### src/design/stfs_pkg.sv
// Shared constants, codes and controller/datapath interface types for the sorted table search.
`timescale 1ns / 1ps
`default_nettype none

package stfs_pkg;

    // Table size and derived widths
    localparam int CAPACITY = 128;
    localparam int IDX_W    = $clog2(CAPACITY);
    localparam int CNT_W    = $clog2(CAPACITY + 1);
    localparam int FIB_W    = CNT_W + 1;   // Fibonacci terms stay below twice the count
    localparam int SUM_W    = FIB_W + 1;   // signed offset and probe sums

    // Fixed field widths
    localparam int IN_W      = 32;
    localparam int KEY_W     = 31;
    localparam int STATUS_W  = 3;
    localparam int POS_W     = 7;
    localparam int ENT_W     = 8;
    localparam int IN_DATA_W = 2 * IN_W;
    localparam int OUT_W     = STATUS_W + POS_W + 2 * KEY_W + ENT_W;

    // Operation codes
    localparam logic OP_INSERT = 1'b0;
    localparam logic OP_SEARCH = 1'b1;

    // Result status codes
    typedef enum logic [STATUS_W-1:0] {
        ST_INSERTED  = 3'd0,
        ST_FULL      = 3'd1,
        ST_BAD_KEY   = 3'd2,
        ST_BAD_COST  = 3'd3,
        ST_FOUND     = 3'd4,
        ST_NOT_FOUND = 3'd5,
        ST_EMPTY     = 3'd6
    } t_status;

    // Controller states
    typedef enum logic [3:0] {
        S_IDLE,
        S_CHECK,
        S_FIB,
        S_LOOP,
        S_PROBE_ADDR,
        S_PROBE_CMP,
        S_FINAL_ADDR,
        S_FINAL_CMP,
        S_SHIFT_ADDR,
        S_SHIFT_CMP,
        S_PLACE
    } t_state;

    // Commands from controller to datapath
    typedef struct packed {
        logic    load;       // take the input transfer
        logic    fib_step;   // grow the Fibonacci triple
        logic    probe_rd;   // read at the clamped probe index
        logic    probe_lt;   // probed key below target
        logic    probe_gt;   // probed key above target
        logic    final_rd;   // read at offset plus one
        logic    shift_rd;   // first read of the insert shift
        logic    shift;      // move one record up, read the next one down
        logic    place;      // write the new record, bump the count
        logic    finish;     // load the result register
        logic    res_found;  // result carries the hit record
        t_status res_code;
    } t_cmd;

    // Status from datapath to controller
    typedef struct packed {
        logic is_search;
        logic full;
        logic key_bad;
        logic cost_neg;
        logic empty;
        logic fib_lt;
        logic f_gt1;
        logic key_eq;
        logic key_lt;
        logic rd_gt;
        logic at_zero;
        logic at_one;
        logic final_ok;
        logic out_free;
    } t_sts;

endpackage

`default_nettype wire

### src/design/stfs_ctrl.sv
// Controller state machine: sequences the checks, Fibonacci probes and insert shift.
`timescale 1ns / 1ps
`default_nettype none

module stfs_ctrl import stfs_pkg::*; (
    input  wire  i_clk,
    input  wire  i_rst_n,
    input  wire  i_in_valid,
    output logic o_in_ready,
    input  t_sts i_sts,
    output t_cmd o_cmd
);

    t_state r_state;
    t_state n_state;

    // State register
    always_ff @(posedge i_clk) begin
        if (!i_rst_n) begin
            r_state <= S_IDLE;
        end else begin
            r_state <= n_state;
        end
    end

    // Next state
    always_comb begin
        n_state = r_state;
        unique case (r_state)
            S_IDLE: begin
                if (i_in_valid) n_state = S_CHECK;
            end
            S_CHECK: begin
                if (i_sts.is_search) begin
                    if (i_sts.key_bad || i_sts.empty) begin
                        if (i_sts.out_free) n_state = S_IDLE;
                    end else begin
                        n_state = S_FIB;
                    end
                end else begin
                    if (i_sts.full || i_sts.key_bad || i_sts.cost_neg) begin
                        if (i_sts.out_free) n_state = S_IDLE;
                    end else begin
                        n_state = S_SHIFT_ADDR;
                    end
                end
            end
            S_FIB: begin
                if (!i_sts.fib_lt) n_state = i_sts.f_gt1 ? S_PROBE_ADDR : S_FINAL_ADDR;
            end
            S_LOOP: begin
                n_state = i_sts.f_gt1 ? S_PROBE_ADDR : S_FINAL_ADDR;
            end
            S_PROBE_ADDR: begin
                n_state = S_PROBE_CMP;
            end
            S_PROBE_CMP: begin
                if (i_sts.key_eq) begin
                    if (i_sts.out_free) n_state = S_IDLE;
                end else begin
                    n_state = S_LOOP;
                end
            end
            S_FINAL_ADDR: begin
                if (i_sts.final_ok) begin
                    n_state = S_FINAL_CMP;
                end else if (i_sts.out_free) begin
                    n_state = S_IDLE;
                end
            end
            S_FINAL_CMP: begin
                if (i_sts.out_free) n_state = S_IDLE;
            end
            S_SHIFT_ADDR: begin
                if (!i_sts.at_zero) begin
                    n_state = S_SHIFT_CMP;
                end else if (i_sts.out_free) begin
                    n_state = S_IDLE;
                end
            end
            S_SHIFT_CMP: begin
                if (i_sts.rd_gt) begin
                    if (i_sts.at_one) n_state = S_PLACE;
                end else if (i_sts.out_free) begin
                    n_state = S_IDLE;
                end
            end
            S_PLACE: begin
                if (i_sts.out_free) n_state = S_IDLE;
            end
            default: n_state = S_IDLE;
        endcase
    end

    // Commands; every step that ends an item waits for a free result register
    always_comb begin
        o_cmd          = '0;
        o_cmd.res_code = ST_INSERTED;
        o_in_ready     = 1'b0;
        unique case (r_state)
            S_IDLE: begin
                o_in_ready = 1'b1;
                o_cmd.load = i_in_valid;
            end
            S_CHECK: begin
                o_cmd.finish = i_sts.out_free;
                if (i_sts.is_search) begin
                    priority if (i_sts.key_bad) begin
                        o_cmd.res_code = ST_BAD_KEY;
                    end else if (i_sts.empty) begin
                        o_cmd.res_code = ST_EMPTY;
                    end else begin
                        o_cmd.finish = 1'b0;
                    end
                end else begin
                    priority if (i_sts.full) begin
                        o_cmd.res_code = ST_FULL;
                    end else if (i_sts.key_bad) begin
                        o_cmd.res_code = ST_BAD_KEY;
                    end else if (i_sts.cost_neg) begin
                        o_cmd.res_code = ST_BAD_COST;
                    end else begin
                        o_cmd.finish = 1'b0;
                    end
                end
            end
            S_FIB: begin
                o_cmd.fib_step = i_sts.fib_lt;
            end
            S_LOOP: begin
            end
            S_PROBE_ADDR: begin
                o_cmd.probe_rd = 1'b1;
            end
            S_PROBE_CMP: begin
                if (i_sts.key_eq) begin
                    o_cmd.finish    = i_sts.out_free;
                    o_cmd.res_found = 1'b1;
                    o_cmd.res_code  = ST_FOUND;
                end else if (i_sts.key_lt) begin
                    o_cmd.probe_lt = 1'b1;
                end else begin
                    o_cmd.probe_gt = 1'b1;
                end
            end
            S_FINAL_ADDR: begin
                if (i_sts.final_ok) begin
                    o_cmd.final_rd = 1'b1;
                end else begin
                    o_cmd.finish   = i_sts.out_free;
                    o_cmd.res_code = ST_NOT_FOUND;
                end
            end
            S_FINAL_CMP: begin
                o_cmd.finish    = i_sts.out_free;
                o_cmd.res_found = i_sts.key_eq;
                o_cmd.res_code  = i_sts.key_eq ? ST_FOUND : ST_NOT_FOUND;
            end
            S_SHIFT_ADDR: begin
                if (!i_sts.at_zero) begin
                    o_cmd.shift_rd = 1'b1;
                end else begin
                    o_cmd.place  = i_sts.out_free;
                    o_cmd.finish = i_sts.out_free;
                end
            end
            S_SHIFT_CMP: begin
                if (i_sts.rd_gt) begin
                    o_cmd.shift = 1'b1;
                end else begin
                    o_cmd.place  = i_sts.out_free;
                    o_cmd.finish = i_sts.out_free;
                end
            end
            S_PLACE: begin
                o_cmd.place  = i_sts.out_free;
                o_cmd.finish = i_sts.out_free;
            end
            default: begin
            end
        endcase
    end

endmodule

`default_nettype wire

### config.mk
export PLATFORM = sky130hd
export DESIGN_NAME = stfs_ctrl
export DESIGN_NICKNAME = d
export VERILOG_FILES = /design/src/design/stfs_pkg.sv /design/src/design/stfs_ctrl.sv
export SDC_FILE = /design/constraint.sdc
export NUM_CORES = 1
export LEC_CHECK = 0
export ABC_AREA = 1
export BUFFER_PORTS_ARGS = -buffer_cell sky130_fd_sc_hd__buf_4
export CORE_UTILIZATION = 46
export CTS_BUF_LIST = sky130_fd_sc_hd__clkbuf_4
export DETAILED_ROUTE_END_ITERATION = 7
export PLACE_DENSITY = 0.91
export SLEW_MARGIN = 20
export SYNTH_ARGS = -nofsm -noshare
export SYNTH_HDL_FRONTEND = slang
export SYNTH_SLANG_ARGS = --single-unit
### constraint.sdc
create_clock -name i_clk -period 1.73 [get_ports i_clk]
set_input_delay 0.346 -clock i_clk [delete_from_list [all_inputs] [get_ports i_clk]]
set_output_delay 0.346 -clock i_clk [all_outputs]
set_load 0.03 [all_outputs]
==> summary.md, run 1 <==
| Metric | Value |
|---|---|
| Top cells by count, synth | `nand2_1, nor2_1, inv_1` |
| Top-area cell type share of the netlist area | `22.2%` |
| EDFF count, synth | `0` |
| Height of the die | `38.8 um` |
| Share of async-settable or async-resettable flops after synthesis | `0%` |
| Initial Utilization | `52.6%` |
| Cells after synthesis | `131` |
| Num CTS Buffers | `3` |
| Total track usage | `69.6%` |
| Pin count of the biggest net entering global routing | `8` |
| Top-count cell post-synth | `nand2_1` |
| Die Width | `38.8 um` |
| IO buf count | `31` |
| Syn Nets | `approximately 150` |
| CTS Sinks | `4` |
| Failing step | `global routing (5_1_grt)` |
| First-pass GRT wire length | `7010 um` |
| Top_reg_cell synth | `dfxtp_1` |
| Seq cells post-synth | `4` |
| Sequential share of the synthesized area | `approximately an eighth` |
| Clock Tree Buf Depth | `2` |
| Synth Warn # | `0` |
| Top post-synthesis cells by area | `nand2_1, nor2_1, inv_1` |
| Post-synth top area cell | `nand2_1` |
| Avg Cell Area, Syn | `4.77 um2` |
| Post-Place Setup Slack | `-0.0262 ns` |
| Library cells used by synthesis | `18` |
| Vias in the first global route | `1425` |
| Post-Syn Area | `624 um2` |
| Gpl congestion | `between 0.9 and 1` |
| H-tree Lvls | `1` |
| First Err | `[ERROR GRT-0116] Global routing finished with congestion. Check the congestion regions in the DRC Viewer.` |
| Grt total ovfl | `6` |
| CTS root buffer | `clkbuf_4` |
| Ports | `32` |
| Cell Rows | `12` |
| Final HPWL DP | `about 1900 um` |
| Status | `aborted with a tool error` |
[logic make-up after synthesis]
group / synth area share [%]
and+or+nand+nor: 58.7
buffers and inverters: 15.6
AOI/OAI and AO/OA: 12.8
DFF: 12.8
[layer usage]
metal / overflow / global-route usage [%]
met5: 0 / 0
met4: 2 / 79.3
met3: 1 / 52.6
met2: 3 / 90.0
met1: 0 / 63.7
[timing repair]
action / 4_1_cts
hold endpoints to repair: 0
hold buffers: 0
resized for setup: 43
buffers inserted: 7
setup endpoints to repair: 9
pin swaps: 4
gates cloned: 0
[metrics by stage]
stage	instance area, um2	setup TNS (ns)	cells	util (%)
3_5_place_dp	935	-0.0262	183	78.8
2_1_floorplan	632	0	131	-
4_1_cts	1150	-0.0411	193	96.6
3_3_place_gp	935	0	183	78.8
==> run 2, diff against run 1 <==
--- a/config.mk
+++ b/config.mk
@@ -7,10 +7,10 @@
 export LEC_CHECK = 0
 export ABC_AREA = 1
 export BUFFER_PORTS_ARGS = -buffer_cell sky130_fd_sc_hd__buf_4
-export CORE_UTILIZATION = 46
-export CTS_BUF_LIST = sky130_fd_sc_hd__clkbuf_4
+export CORE_AREA = 2 2 63 65
 export DETAILED_ROUTE_END_ITERATION = 7
-export PLACE_DENSITY = 0.91
+export DIE_AREA = 0 0 65 67
+export PLACE_DENSITY_LB_ADDON = 0.15
 export SLEW_MARGIN = 20
 export SYNTH_ARGS = -nofsm -noshare
 export SYNTH_HDL_FRONTEND = slang
==> run 2 against run 1 <==
The flow now finishes, with violations (setup timing). Synthesized cell count is the same. Synthesized area is the same.
==> summary.md, run 2 <==
| Metric | Value |
|---|---|
| Pin count of the biggest net entering global routing | `8` |
| CP required | `1.38 ns` |
| Int Pwr | `0.334 mW` |
| Final worst-path cycle share | `101%` |
| Reg with most FFs | `r_state` |
| Final worst slack | `-0.0217 ns` |
| Ports | `32 (unchanged)` |
| Cell leakage power | `about 0.68 nW` |
| Share of async-settable or async-resettable flops after synthesis | `0% (unchanged)` |
| Core ar. | `3610 um2` |
| CTS Hold Bufs | `0 (unchanged)` |
| Fraction of layout cells with a size suffix above 1 | `46.8%` |
| IO buf count | `31 (unchanged)` |
| Die ar. | `between 4000 and 5000 um2` |
| Top-area cell type share of the netlist area | `22.2% (unchanged)` |
| M3 GR Usage | `2.03%` |
| Hold crit path type | `primary input to register` |
| Clock Tree Buf Depth | `2 (unchanged)` |
| Comb pwr share | `40.1%` |
| EDFF count, synth | `0 (unchanged)` |
| Number of vias per cell | `4.35` |
| Final Setup Violations | `1` |
| Met2 Resource Use GR | `21.9%` |
| CTS root buffer | `clkbuf_8` |
| Switch share | `34.8%` |
| Startpoint Class | `register` |
| Syn Nets | `148 (unchanged)` |
| Clock Skew | `0.000394 ns` |
| Final nets | `about 210` |
| Grt met1 use | `between 10% and 20%` |
| Peak VDD IR | `about 0.00014 V` |
| CTS Sinks | `4 (unchanged)` |
| Minimum clock period | `1.75 ns` |
| Avg Cell Area, Syn | `4.77 um2 (unchanged)` |
| Clk_lat worst skew | `0.22 ns` |
| Library cells used by synthesis | `18 (unchanged)` |
| Post-Syn Area | `624 um2 (unchanged)` |
| Die Width | `65 um (+67%)` |
| H-tree Lvls | `1 (unchanged)` |
| 1st-iter DRT viols | `33` |
| Clock slew at reported path FFs | `about 0.030 ns` |
| Pwr Density | `~410 nW/um2` |
| Max FFs per register | `4` |
| Fin. max-slew vios | `0` |
| Most frequent cells in the layout | `buf_4, nand2_1, inv_1` |
| Initial Utilization | `17.3% (-35 points)` |
| RSZ-0062 raised after global routing | `true` |
| Vias in the first global route | `930` |
| Top cells by count, synth | `nand2_1, nor2_1, inv_1` |
| Cell Rows | `22 (+10)` |
| ANT nets after route | `0` |
| Worst Tran Pin Value | `~0.20 ns` |
| Height of the die | `67 um (+73%)` |
| Avg WL per Cell | `around 12 um` |
| CTS tree | `done` |
| Final HPWL DP | `2160 um (+13%)` |
| Post-Place Setup Slack | `0.0107 ns (+0.0369 ns)` |
| Top_reg_cell synth | `dfxtp_1` |
| Max FO, Critical Path | `4` |
| Overall Power | `0.512 mW` |
| CP arrival | `1.41 ns` |
| Antenna violations before repair | `0` |
| Routed WL | `2700 um` |
| Violated checks | `setup timing` |
| Gpl congestion | `0.864 (-5.9%)` |
| Status | `complete, but fails checks` |
| Largest regs | `r_state (4)` |
| Sequential share of the synthesized area | `12.8% (unchanged)` |
| Synth Warn # | `0 (unchanged)` |
| Max Freq | `571 MHz` |
| Total track usage | `13.0%` |
| Diodes inserted | `0` |
| Post-synth top area cell | `nand2_1` |
| Psw | `between 0.15 and 0.2 mW` |
| Drt drc | `0` |
| Flop pwr share | `approximately a fifth` |
| Busiest layer in global routing | `met2` |
| First-pass GRT wire length | `between 4000 and 5000 um` |
| Commonest non-fill, non-tap cell in the layout | `buf_4` |
| Num CTS Buffers | `3 (unchanged)` |
| Setup CP Type | `register to output pin` |
| Clock network fraction of design power | `38.9%` |
| Top-count cell post-synth | `nand2_1` |
| FILL cells | `395` |
| Seq cells post-synth | `4 (unchanged)` |
| Worst slew margin | `86.4%` |
| Top post-synthesis cells by area | `nand2_1, nor2_1, inv_1` |
| Grt total ovfl | `0` |
| Cells after synthesis | `131 (unchanged)` |
| Setup crit end kind | `output pin` |
| Total number of vias | `slightly above 1000` |
| Synthesis-to-finish area growth | `101%` |
| Max cap viols | `0` |
| DRT Pass-1 Iters | `4` |
| Fin. Hold Viols | `0` |
[run 2: routing by layer]
layer,up-vias,share of wire (%)
met1,453,46
met4,0,0.85
met2,34,47
met3,3,6.3
li1,527,-
met5,-,0
[run 2: worst paths after layout]
check | start | to | slack (ns) | depth (start not counted)
setup / recovery | r_state[3]$_SDFFE_PN0P_ | o_cmd[4] | -0.02 | 10
hold / removal | i_rst_n | r_state[2]$_SDFFE_PN0P_ | 0.41 | 3
setup reg to reg | r_state[1]$_SDFFE_PN0P_ | r_state[1]$_SDFFE_PN0P_ | 0.29 | 10
hold reg to reg | r_state[2]$_SDFFE_PN0P_ | r_state[2]$_SDFFE_PN0P_ | 0.68 | 4
[run 2: power by group through the flow]
| stage | sequential [mW] | combinational, mW | clock, mW |
|---|---|---|---|
| after floorplan | 0.104 | 0.0951 | 0 |
| after global placement | 0.104 | 0.181 | 0 |
| after detailed placement | 0.105 | 0.179 | 0 |
| after CTS | 0.106 | 0.188 | 0.204 |
| after global routing | 0.108 | 0.227 | 0.204 |
| final | 0.108 | 0.205 | 0.199 |
[run 2: per-stage QoR]
stage | hold WS (ns) | TNS (ns) | instances | util [%] | cell area, um2
floorplan | 0.507 | 0 | 131 | - | 632
finish | 0.409 | -0.0217 | 234 | 34.8 | 1250
global route | 0.438 | -0.251 | 234 | 34.8 | 1250
CTS | 0.413 | -0.0282 | 232 | 32.5 | 1170
global placement | 0.633 | -0.0378 | 224 | 28.6 | 1030
detailed placement | 0.637 | 0 | 224 | 28.6 | 1030
[run 2: cells by family (layout without fill, tap and decap cells)]
| group | count (synthesis) | after routing | share of synthesized area [%] |
|---|---|---|---|
| simple gates | 87 | 87 | 58.7 |
| buf+inv | 26 | 81 | 15.6 |
| compound gates | 14 | 14 | 12.8 |
| flops | 4 | 4 | 12.8 |
[run 2: layout make-up]
| type | instances | area, um2 | share of cell area [%] |
|---|---|---|---|
| clock buffers | 3 | 41.3 | 3.29 |
| inverters | 26 | 105 | 8.38 |
| multi-input cells | 101 | 549 | 43.8 |
| flip-flops and latches | 4 | 92.6 | 7.39 |
| well taps | 48 | 60.1 | 4.79 |
| repair buffers | 52 | 405 | 32.3 |
[run 2: repair_timing]
item / CTS / global route
pin swaps: 2 / 1
gates resized for setup: 24 / 21
endpoints found under the setup margin: 8 / 8
buffers inserted: 5 / 2
[run 2: worst max-delay path, cell delays in order, from the launching register on]
cell and delay [ns]:
dfxtp_2 0.32, inv_4 0.09, nand2_4 0.08, nor2_2 0.10, inv_1 0.07, nand2_2 0.08, inv_1 0.04, nand2_1 0.07
o21ai_1 0.07, a21oi_2 0.12, buf_6 0.14
(Power assumes the default switching activity.)
